`config.mk`:
```
export PLATFORM = sky130hd
export DESIGN_NAME = line_box_blur_unit
export DESIGN_NICKNAME = d
export VERILOG_FILES = /design/src/design/lbb_pkg.sv /design/src/design/line_box_blur_unit.sv /design/src/design/lbb_front.sv /design/src/design/lbb_back.sv /design/src/design/lbb_out_queue.sv
export SDC_FILE = /design/constraint.sdc
export NUM_CORES = 2
export LEC_CHECK = 0
export BUFFER_PORTS_ARGS = -buffer_cell sky130_fd_sc_hd__buf_2
export CAP_MARGIN = 10
export CELL_PAD_IN_SITES_DETAIL_PLACEMENT = 0
export CELL_PAD_IN_SITES_GLOBAL_PLACEMENT = 1
export CORE_ASPECT_RATIO = 1.1
export CORE_MARGIN = 4
export CORE_UTILIZATION = 44
export CTS_BUF_LIST = sky130_fd_sc_hd__clkbuf_8
export CTS_CLUSTER_SIZE = 10
export DETAILED_ROUTE_END_ITERATION = 10
export PLACE_DENSITY = 0.76
export SLEW_MARGIN = 10
export SYNTH_ARGS = -nofsm -noshare
export SYNTH_HDL_FRONTEND = slang
export SYNTH_SLANG_ARGS = --single-unit
```
`constraint.sdc`:
```
create_clock -name i_clk -period 7.7 [get_ports i_clk]
set_input_delay 0.77 -clock i_clk [delete_from_list [all_inputs] [get_ports i_clk]]
set_output_delay 0.77 -clock i_clk [all_outputs]
set_load 0.005 [all_outputs]
```
`src/design/lbb_pkg.sv`:
```
// shared types, constants and helpers for the line box blur block
// no dependencies
package lbb_pkg;

    localparam int MAX_RADIUS      = 32;
    localparam int MAX_LINE_LENGTH = 4096;
    localparam int STORE_DEPTH     = 2 * MAX_RADIUS;
    localparam int ADDR_W          = $clog2(STORE_DEPTH);
    localparam int POS_W           = $clog2(MAX_LINE_LENGTH);
    localparam int J_W             = POS_W + 1;
    localparam int SUM_W           = 14;
    localparam int K_W             = 3;
    localparam int K_MAX           = $clog2(MAX_RADIUS);
    localparam int PX_W            = 24;
    localparam int QUEUE_DEPTH     = 4;
    localparam int QPTR_W          = $clog2(QUEUE_DEPTH);
    localparam int QCNT_W          = QPTR_W + 1;

    localparam logic [K_W-1:0]   RADIUS_RESET = 3'd5;
    localparam logic [7:0]       ALPHA_OPAQUE = 8'hFF;
    localparam logic [POS_W-1:0] POS_LAST     = POS_W'(MAX_LINE_LENGTH - 1);

    typedef struct packed {
        logic [7:0] red_in;
        logic [7:0] green_in;
        logic [7:0] blue_in;
        logic       line_end_in;
    } t_in;

    typedef struct packed {
        logic [7:0] red_out;
        logic [7:0] green_out;
        logic [7:0] blue_out;
        logic [7:0] alpha_out;
        logic       line_end_out;
    } t_out;

    // one classified pixel from the front part
    typedef struct packed {
        logic [PX_W-1:0]  px;
        logic [POS_W-1:0] pos;
        logic [K_W-1:0]   k;
        logic             last;
    } t_cmd;

    // one window advance in the back part
    typedef struct packed {
        logic [J_W-1:0]  j;
        logic [PX_W-1:0] px;
        logic [K_W-1:0]  k;
        logic            first;
        logic            lend;
    } t_op;

    function automatic logic [K_W-1:0] eff_log2(input logic [K_W-1:0] v);
        return (v > K_W'(K_MAX)) ? K_W'(K_MAX) : v;
    endfunction

endpackage

```
`src/design/line_box_blur_unit.sv`:
```
// top level: 1-d box blur over a line of rgb pixels, radius 2^k from the radius register
// throughput one pixel word per cycle while the result queue has room; a line end holds
// the queue head while the back sequencer flushes up to R results at the same rate; the
// result of pixel x follows x+R through front queue, advance stage and result queue
// reset: synchronous active low, clears queues, position and sums, radius exponent to 5;
// pixel store is not cleared
module line_box_blur_unit (
    input  logic          i_clk,
    input  logic          i_rst_n,
    input  logic          i_push,
    output logic          o_full,
    input  lbb_pkg::t_in  i_in,
    output logic          o_empty,
    input  logic          i_pop,
    output lbb_pkg::t_out o_out,
    input  logic          i_cfg_we,
    input  logic [2:0]    i_cfg_wdata
);
    import lbb_pkg::*;

    logic [K_W-1:0] r_radius;
    logic           head_valid, head_pop, out_write, out_full;
    t_cmd           head;
    t_out           out_data;

    always_ff @(posedge i_clk) begin
        if (!i_rst_n) begin
            r_radius <= RADIUS_RESET;
        end else if (i_cfg_we) begin
            r_radius <= i_cfg_wdata;
        end
    end

    lbb_front u_front (
        .i_clk        (i_clk),
        .i_rst_n      (i_rst_n),
        .i_push       (i_push),
        .o_full       (o_full),
        .i_in         (i_in),
        .i_radius     (r_radius),
        .i_pop        (head_pop),
        .o_head_valid (head_valid),
        .o_head       (head)
    );

    lbb_back u_back (
        .i_clk        (i_clk),
        .i_rst_n      (i_rst_n),
        .i_head_valid (head_valid),
        .i_head       (head),
        .o_pop        (head_pop),
        .i_out_full   (out_full),
        .o_out_write  (out_write),
        .o_out_data   (out_data)
    );

    lbb_out_queue u_out_queue (
        .i_clk   (i_clk),
        .i_rst_n (i_rst_n),
        .i_write (out_write),
        .i_data  (out_data),
        .o_full  (out_full),
        .o_empty (o_empty),
        .i_pop   (i_pop),
        .o_data  (o_out)
    );

endmodule

```
`src/design/lbb_front.sv`:
```
// front part: accepts pixels, tracks line position, latches radius, queues commands
// depends on lbb_pkg
module lbb_front (
    input  logic          i_clk,
    input  logic          i_rst_n,
    input  logic          i_push,
    output logic          o_full,
    input  lbb_pkg::t_in  i_in,
    input  logic [2:0]    i_radius,
    input  logic          i_pop,
    output logic          o_head_valid,
    output lbb_pkg::t_cmd o_head
);
    import lbb_pkg::*;

    t_cmd              r_q [QUEUE_DEPTH];
    logic [QPTR_W-1:0] r_wr_ptr, r_rd_ptr;
    logic [QCNT_W-1:0] r_count;
    logic [POS_W-1:0]  r_pos;
    logic              accept, do_pop, last;
    t_cmd              cmd;

    assign o_full       = (r_count == QCNT_W'(QUEUE_DEPTH));
    assign accept       = i_push && !o_full;
    assign o_head_valid = (r_count != '0);
    assign do_pop       = i_pop && o_head_valid;
    assign o_head       = r_q[r_rd_ptr];

    // overlong lines end at the last position
    assign last = i_in.line_end_in || (r_pos == POS_LAST);

    always_comb begin
        cmd.px   = {i_in.red_in, i_in.green_in, i_in.blue_in};
        cmd.pos  = r_pos;
        cmd.k    = eff_log2(i_radius);
        cmd.last = last;
    end

    always_ff @(posedge i_clk) begin
        if (accept) begin
            r_q[r_wr_ptr] <= cmd;
        end
    end

    always_ff @(posedge i_clk) begin
        if (!i_rst_n) begin
            r_wr_ptr <= '0;
            r_rd_ptr <= '0;
            r_count  <= '0;
            r_pos    <= '0;
        end else begin
            if (accept) begin
                r_wr_ptr <= r_wr_ptr + QPTR_W'(1);
                r_pos    <= last ? '0 : r_pos + POS_W'(1);
            end
            if (do_pop) begin
                r_rd_ptr <= r_rd_ptr + QPTR_W'(1);
            end
            case ({accept, do_pop})
                2'b10:   r_count <= r_count + QCNT_W'(1);
                2'b01:   r_count <= r_count - QCNT_W'(1);
                default: r_count <= r_count;
            endcase
        end
    end

endmodule

```
`src/design/lbb_back.sv`:
```
// back part: expands commands into window advances, keeps the pixel store and sums
// depends on lbb_pkg
module lbb_back (
    input  logic          i_clk,
    input  logic          i_rst_n,
    input  logic          i_head_valid,
    input  lbb_pkg::t_cmd i_head,
    output logic          o_pop,
    input  logic          i_out_full,
    output logic          o_out_write,
    output lbb_pkg::t_out o_out_data
);
    import lbb_pkg::*;

    function automatic logic [SUM_W-1:0] next_sum(
        input logic [SUM_W-1:0] sum,
        input logic [7:0]       add_ch,
        input logic [7:0]       sub_ch,
        input logic [K_W-1:0]   k,
        input logic             first,
        input logic             emit
    );
        logic [SUM_W-1:0] base;
        logic [SUM_W-1:0] s;
        base = first ? (SUM_W'(add_ch) << k) : sum;
        s    = base + SUM_W'(add_ch);
        if (emit) begin
            s = s - SUM_W'(sub_ch);
        end
        return s;
    endfunction

    function automatic logic [7:0] avg(input logic [SUM_W-1:0] s, input logic [K_W-1:0] k);
        logic [SUM_W-1:0] t;
        t = s >> (k + K_W'(1));
        return t[7:0];
    endfunction

    logic [PX_W-1:0]  r_store [STORE_DEPTH];
    logic [PX_W-1:0]  r_rd;
    logic             r_flushing;
    logic [J_W-1:0]   r_j, r_jend;
    logic [PX_W-1:0]  r_fpx;
    logic [K_W-1:0]   r_fk;
    logic             r_b_valid;
    t_op              r_b;
    logic [SUM_W-1:0] r_red_sum, r_green_sum, r_blue_sum;
    logic [PX_W-1:0]  r_first;

    logic             go;
    logic             a_valid, a_wr;
    t_op              a_op;
    logic [J_W-1:0]   a_diff;
    logic [J_W-1:0]   b_r;
    logic             b_emit, b_use_store;
    logic [PX_W-1:0]  b_sub;
    logic [SUM_W-1:0] b_red, b_green, b_blue;

    assign go = !i_out_full;

    // stage a: pick the next advance, from the queue head or the line-end flush
    always_comb begin
        if (r_flushing) begin
            a_valid    = 1'b1;
            a_wr       = 1'b0;
            a_op.j     = r_j;
            a_op.px    = r_fpx;
            a_op.k     = r_fk;
            a_op.first = 1'b0;
            a_op.lend  = (r_j == r_jend);
        end else begin
            a_valid    = i_head_valid;
            a_wr       = 1'b1;
            a_op.j     = {1'b0, i_head.pos};
            a_op.px    = i_head.px;
            a_op.k     = i_head.k;
            a_op.first = (i_head.pos == '0);
            a_op.lend  = 1'b0;
        end
    end

    assign o_pop  = go && !r_flushing && i_head_valid;
    assign a_diff = a_op.j - (J_W'(2) << a_op.k);

    // read returns old data when it meets the write at full radius
    always_ff @(posedge i_clk) begin
        if (go && a_valid) begin
            r_rd <= r_store[a_diff[ADDR_W-1:0]];
            if (a_wr) begin
                r_store[a_op.j[ADDR_W-1:0]] <= a_op.px;
            end
        end
    end

    always_ff @(posedge i_clk) begin
        if (!i_rst_n) begin
            r_flushing <= 1'b0;
            r_b_valid  <= 1'b0;
        end else if (go) begin
            r_b_valid <= a_valid;
            if (r_flushing) begin
                if (a_op.lend) begin
                    r_flushing <= 1'b0;
                end
            end else if (i_head_valid && i_head.last) begin
                r_flushing <= 1'b1;
            end
        end
    end

    always_ff @(posedge i_clk) begin
        if (go) begin
            r_b <= a_op;
            if (r_flushing) begin
                r_j <= r_j + J_W'(1);
            end else begin
                r_j   <= {1'b0, i_head.pos} + J_W'(1);
                r_jend <= {1'b0, i_head.pos} + (J_W'(1) << i_head.k);
                r_fpx <= i_head.px;
                r_fk  <= i_head.k;
            end
        end
    end

    // stage b: update running sums and form the averaged pixel
    assign b_r         = J_W'(1) << r_b.k;
    assign b_emit      = (r_b.j >= b_r);
    assign b_use_store = (r_b.j >= (b_r << 1));
    assign b_sub       = b_use_store ? r_rd : r_first;

    assign b_red   = next_sum(r_red_sum,   r_b.px[23:16], b_sub[23:16], r_b.k, r_b.first, b_emit);
    assign b_green = next_sum(r_green_sum, r_b.px[15:8],  b_sub[15:8],  r_b.k, r_b.first, b_emit);
    assign b_blue  = next_sum(r_blue_sum,  r_b.px[7:0],   b_sub[7:0],   r_b.k, r_b.first, b_emit);

    always_ff @(posedge i_clk) begin
        if (!i_rst_n) begin
            r_red_sum   <= '0;
            r_green_sum <= '0;
            r_blue_sum  <= '0;
            r_first     <= '0;
        end else if (go && r_b_valid) begin
            r_red_sum   <= b_red;
            r_green_sum <= b_green;
            r_blue_sum  <= b_blue;
            if (r_b.first) begin
                r_first <= r_b.px;
            end
        end
    end

    assign o_out_write = go && r_b_valid && b_emit;

    always_comb begin
        o_out_data.red_out      = avg(b_red, r_b.k);
        o_out_data.green_out    = avg(b_green, r_b.k);
        o_out_data.blue_out     = avg(b_blue, r_b.k);
        o_out_data.alpha_out    = ALPHA_OPAQUE;
        o_out_data.line_end_out = r_b.lend;
    end

endmodule

```
`src/design/lbb_out_queue.sv`:
```
// result queue that parts the back part from the consumer
// depends on lbb_pkg
module lbb_out_queue (
    input  logic          i_clk,
    input  logic          i_rst_n,
    input  logic          i_write,
    input  lbb_pkg::t_out i_data,
    output logic          o_full,
    output logic          o_empty,
    input  logic          i_pop,
    output lbb_pkg::t_out o_data
);
    import lbb_pkg::*;

    t_out              r_q [QUEUE_DEPTH];
    logic [QPTR_W-1:0] r_wr_ptr, r_rd_ptr;
    logic [QCNT_W-1:0] r_count;
    logic              do_wr, do_rd;

    assign o_full  = (r_count == QCNT_W'(QUEUE_DEPTH));
    assign o_empty = (r_count == '0);
    assign do_wr   = i_write && !o_full;
    assign do_rd   = i_pop && !o_empty;
    assign o_data  = r_q[r_rd_ptr];

    always_ff @(posedge i_clk) begin
        if (do_wr) begin
            r_q[r_wr_ptr] <= i_data;
        end
    end

    always_ff @(posedge i_clk) begin
        if (!i_rst_n) begin
            r_wr_ptr <= '0;
            r_rd_ptr <= '0;
            r_count  <= '0;
        end else begin
            if (do_wr) begin
                r_wr_ptr <= r_wr_ptr + QPTR_W'(1);
            end
            if (do_rd) begin
                r_rd_ptr <= r_rd_ptr + QPTR_W'(1);
            end
            case ({do_wr, do_rd})
                2'b10:   r_count <= r_count + QCNT_W'(1);
                2'b01:   r_count <= r_count - QCNT_W'(1);
                default: r_count <= r_count;
            endcase
        end
    end

endmodule
```
# After elaboration in Yosys (flattened, before gate mapping)
# Memory sizes are Yosys's and may differ from the RTL's. A register that Yosys moved wholly into a read port is not among the register bits.
# Index checks and enable logic that the tools add are counted.
dict set report word_totals {
  elab_cells 118
  inputBits 33
  n_memories 3
  reg_bits 192
  output_inout_bits 35
  ram_bits 1796
}
dict set report classes {
  order_cmp 3
  mux 28
  n_addsub 20
  n_reduce_logical 22
  n_eq_ne 8
  n_shift 9
  bitwise_logic 2
}
# name words width rd rd_ports_with_merged_regs wr line_no
set memory_table {}
lappend memory_table {u_back.r_store 64 24 1 1 1 lbb_back.sv:39} ;# logic [PX_W-1:0] r_store [STORE_DEPTH];
lappend memory_table {u_front.r_q 4 40 1 1 1 lbb_front.sv:16} ;# t_cmd r_q [QUEUE_DEPTH];
lappend memory_table {u_out_queue.r_q 4 25 1 1 1 lbb_out_queue.sv:15} ;# t_out r_q [QUEUE_DEPTH];
# operator n
set ops {}
lappend ops {{$mux W14} 6}
lappend ops {{$add A14 B8 Y14} 3}
lappend ops {{$mux W42} 1}
lappend ops {{$shl A8 B3 Y14} 3}
lappend ops {{$shr A14 B3 Y8} 3}
lappend ops {{$sub A14 B8 Y14} 3}
lappend ops {{$ge A13 B13 Y1} 2}
lappend ops {{$shl A1 B3 Y13 const A} 2}
lappend ops {{$mux W24} 1}
lappend ops {{$add A12 B1 Y13 const B} 1}
lappend ops {{$add A12 B13 Y13} 1}
lappend ops {{$add A13 B1 Y13 const B} 1}
lappend ops {{$eq A13 B13 Y1} 1}
lappend ops {{$mux W13} 1}
lappend ops {{$add A12 B1 Y12 const B} 1}
lappend ops {{$eq A12 B12 Y1 const B} 1}
lappend ops {{$logic_not A12 Y1} 1}
lappend ops {{$mux W12} 1}
lappend ops {{$pmux W3 S2} 2}
lappend ops {{$mux W1} 11}
lappend ops {{$logic_and A1 B1 Y1} 10}
lappend ops {{$add A3 B1 Y3 const B} 3}
lappend ops {{$add A2 B1 Y2 const B} 4}
lappend ops {{$mux W2} 4}
lappend ops {{other kinds (15)} 25}

# Longest topological paths before layout
dict set report depth {
  depth_word 7
  mapped_depth 29
  depth_no_buf 24
}

# Cells and area by module
# Synthesis repeated with hierarchy kept, for this count alone.
dict set report unflattened {
  hier_cells 4337
  hier_area_um2 84569.9
}
# mod n_inst seq_area_each_um2 area_per_inst_um2 cells_per_inst
set by_module_without_submodules {}
lappend by_module_without_submodules {lbb_back 1 51059.0 72333.1 3773}
lappend by_module_without_submodules {lbb_front 1 5225.0 6841.6 328}
lappend by_module_without_submodules {lbb_out_queue 1 4144.0 5291.3 227}
lappend by_module_without_submodules {line_box_blur_unit 1 60.1 103.8 9}

# Least setup slack after synthesis
# No wires, ideal clock.
dict set report synth_path {
  path_kind {reg2reg}
  from {reg u_back.r_b[3] (netlist bit)}
  to {mem u_out_queue.r_q[0][19] (netlist bit) (data pin)}
  stages_incl_launch_ff 30
  path_buffers 6
  slack_ps 635
  synth_period_minus_slack_ps 7065
  t_required_ps 7420
  setup_ps 280
  arrival_ps 6785
  path_cell_list {edfxtp_1 buf_6 buf_2 buf_2 buf_1 clkinv_1 ha_1 nor2b_1 ha_1 inv_1 o41ai_1 a21o_1 a21o_1 a21o_1 a21o_1 a21oi_1 o21bai_1 clkbuf_1 clkbuf_1 mux2i_1 ha_1 nor2b_1 o31a_1 o31a_1 o31a_1 o311a_1 a311oi_1 xor2_1 a21bo_2 mux4_2}
}
# item line_no
set synth_rtl {}
lappend synth_rtl {{start: declaration} lbb_back.sv:46} ;# t_op r_b;
lappend synth_rtl {{start signal: assignment} lbb_back.sv:113} ;# r_b <= a_op;
lappend synth_rtl {{end: declaration} lbb_out_queue.sv:15}

==> out/results.tsv <==
metric	value	unit
Critical Path Slowest Stage Cell	a21oi_1	
pin count of the biggest net entering global routing	153	
Die Footprint	196000	µm²
Worst-path clk slew	0.05	ns
status	completed	
dpl cells	6680	
footprint of the multi-input gates	22800	µm²
1st-iter DRT viols	4289	
FF+latch count, synth	2016	
post-CTS setup buffers	0	
worst skew pair latency	1.02	ns
Hold Violations, Final	0	
worst slew pin tran	1.16	ns
Final Max Tran Viols	0	
Mapped Cells	4263	
setup_tns	0	ns
Fillers	15100	
cell row count	167	
achievable frequency	0.149	GHz
crit-path max cell delay	0.55	ns
syn_area_per_cell	19.5	µm²
endpoints failing setup	0	
Yosys cell types	90	
H-tree depth	5	
input/output buffers	59	
Ys Warns	0	
layout cells sized above 1	26.9	%
RSZ-0062 raised after global routing	no	
relative slew slack	22.2	%
first-pass GRT wire length	293	mm
Synth Flop Type	edfxtp_1	
Syn Std Cell Area	83100	µm²
CP Launch Type	flop	
Hold Path Origin	i_cfg_we	
Place WS	1.00	ns
DP HPWL	113	mm
CP arrival	7.47	ns
Layout Cells excl Fill	7281	
Reg area	59500	µm²
grt ovf	0	
fraction of the cycle the final worst path needs	87.4	%
Initial Util	44.2	%
Final ANT Viol Nets	0	
Final min period	6.73	ns
Seq/Total Area, Yosys	71.6	%
Remaining DRCs	0	
vias	42600	
crit-path most repeated cell	a21o_1	
worst hold path class	in2reg	
cts-stage hold buffer count	31	
drt via density	5.85	
Worst EP required	8.44	ns
post-route cell area	93200	µm²
WL per Instance	27.3	µm
crit path max fanout	11	
placed cell areas	87000	µm²
number of synthesized flops with an enable pin	1915	
initial antenna violation count	13	
number of global-route vias before repair	43500	
PostCTS Resize Cnt	0	
Worst Skew	0.0718	ns
Root Buffer	clkbuf_8	
post-route setup slack	0.968	ns
GRT Util Overall	20.3	%
CTS Buf Count	335	
max_cap viols	0	
maximum clock insertion buffer count	4	
kind of critical path	reg2reg	
die width	422	µm
CTS tree	yes	
endpoint type of the worst setup path	flop	
Final nets	4735	
most common cell after layout, fill and taps aside	edfxtp_1	
Placer Congestion	0.824	
total core area	188000	µm²
Clock Sinks	2016	
area grow syn2layout	12.2	%
beginning of the critical path	u_back.r_b[3]	
DIE HEIGHT	464	µm
Initial DRT Pass Iterations	8	
most frequent cells in the layout	1915 x edfxtp_1, 579 x mux4_2, 351 x clkbuf_8, 183 x inv_1	
total I/O pin count	68	
final wirelength	199	mm
ys async rst share	0	%
Worst R2R Start	u_back.r_b[3]	
-- layer usage --
| layer | share of wire [%] | global-route usage [%] | vias up |
|---|---|---|---|
| met2 | 49 | 33.3 | 1735 |
| li1 | - | - | 18200 |
| met3 | 7.9 | 4.85 | 356 |
| met5 | 0.0065 | 0 | - |
| met1 | 39 | 26.3 | 22300 |
| met4 | 3.9 | 8.03 | 2 |
-- registers in the layout, summed over array words and instances (netlist names), 2 cells and up, named ones only --
| signal | flops |
|---|---|
| u_back.r_fpx | 24 |
| u_back.r_first | 24 |
| u_front.r_wr_ptr | 2 |
| u_out_queue.r_count | 3 |
| u_back.r_fk | 3 |
| u_out_queue.r_rd_ptr | 2 |
| u_front.r_rd_ptr | 2 |
| u_front.r_pos | 12 |
| u_front.r_count | 3 |
| u_back.r_b | 41 |
| u_back.r_jend | 13 |
| r_radius | 3 |
| u_out_queue.r_q | 100 |
| u_back.r_green_sum | 14 |
| u_back.r_blue_sum | 14 |
| u_back.r_j | 13 |
| u_back.r_store | 1536 |
| u_out_queue.r_wr_ptr | 2 |
| u_back.r_red_sum | 14 |
| u_front.r_q | 160 |
| u_back.r_rd | 24 |
-- worst max-delay path: cells and delay by family (launching register included) --
kind / cells / cell delay [ns]
mux: 3 / 0.80
simple gates: 3 / 0.47
buf+inv: 3 / 0.62
xor+xnor: 1 / 0.45
compound gates: 11 / 2.48
fa+ha+maj: 4 / 1.29
flops: 1 / 0.35
-- cells by family after synthesis --
kind of cell / share of synthesized area, %
multiplexers: 17.5
AND/OR/NAND/NOR: 3.33
adder cells (fa/ha/maj): 1.65
buffers and inverters: 1.40
flip-flops: 71.6
AO/OA/AOI/OAI: 3.50
other: 0.00451
XOR/XNOR: 1.01
-- final timing paths --
path | slack, ns | cells past startpoint | end
max | 0.97 | 25 | u_out_queue.r_q[0][14]
min | 0.11 | 3 | r_radius[1]
max reg2reg | 0.97 | 25 | u_out_queue.r_q[0][14]
min reg2reg | 0.45 | 2 | u_back.r_first[3]
-- final cells by class --
| type | count | share of cell area, % |
|---|---|---|
| repair buffers | 201 | 1.72 |
| multi-input cells | 1969 | 24.5 |
| well taps | 2450 | 3.29 |
| diodes | 4 | 0.0107 |
| clock buffers | 351 | 5.18 |
| clock inverters | 215 | 1.11 |
| inverters | 75 | 0.310 |
| flip-flops and latches | 2016 | 63.9 |
-- metrics by stage --
stage / hold WS [ns] / util [%]
after floorplan: 0.431 / -
after global placement: 0.443 / 46.3
after detailed placement: 0.446 / 46.3
after CTS: 0.0180 / 49.6
after global routing: 0.0668 / 49.6
final: 0.113 / 49.6
-- cells in the mapped netlist (all sizes together) (5+ instances only) --
| library cell | n | area (µm²) |
|---|---|---|
| nor3 | 40 | 200 |
| fa | 9 | 180 |
| nor4 | 11 | 68.8 |
| nand2 | 175 | 657 |
| nand2b | 15 | 93.8 |
| ha | 95 | 1190 |
| buf | 75 | 374 |
| o21ai | 63 | 315 |
| inv | 74 | 278 |
| and2 | 15 | 93.8 |
| or4 | 8 | 63.8 |
| a21oi | 124 | 624 |
| mux4 | 579 | 13000 |
| edfxtp | 1915 | 57500 |
| o21a | 31 | 233 |
| a211oi | 43 | 323 |
| a21o | 25 | 188 |
| nor2 | 240 | 901 |
| a211o | 6 | 52.6 |
| o31a | 11 | 96.3 |
| mux2 | 60 | 679 |
| dfxtp | 101 | 2020 |
| a311oi | 5 | 43.8 |
| a21boi | 7 | 52.6 |
| and3 | 17 | 106 |
| clkbuf | 135 | 507 |
| xnor2 | 63 | 552 |
| xor2 | 33 | 289 |
| o211ai | 23 | 173 |
| nor2b | 29 | 181 |
| a221oi | 5 | 61.3 |
| or3 | 11 | 68.8 |
| a22oi | 8 | 60.1 |
| mux2i | 80 | 805 |
| o221ai | 7 | 61.3 |
| nand4 | 9 | 56.3 |
| o211a | 5 | 50.1 |
| nand3 | 26 | 130 |
| a31oi | 9 | 56.3 |
Power is left out: the tool's default activity adds up to more than one toggle a clock period on the data nets, which glitch-free logic cannot reach.
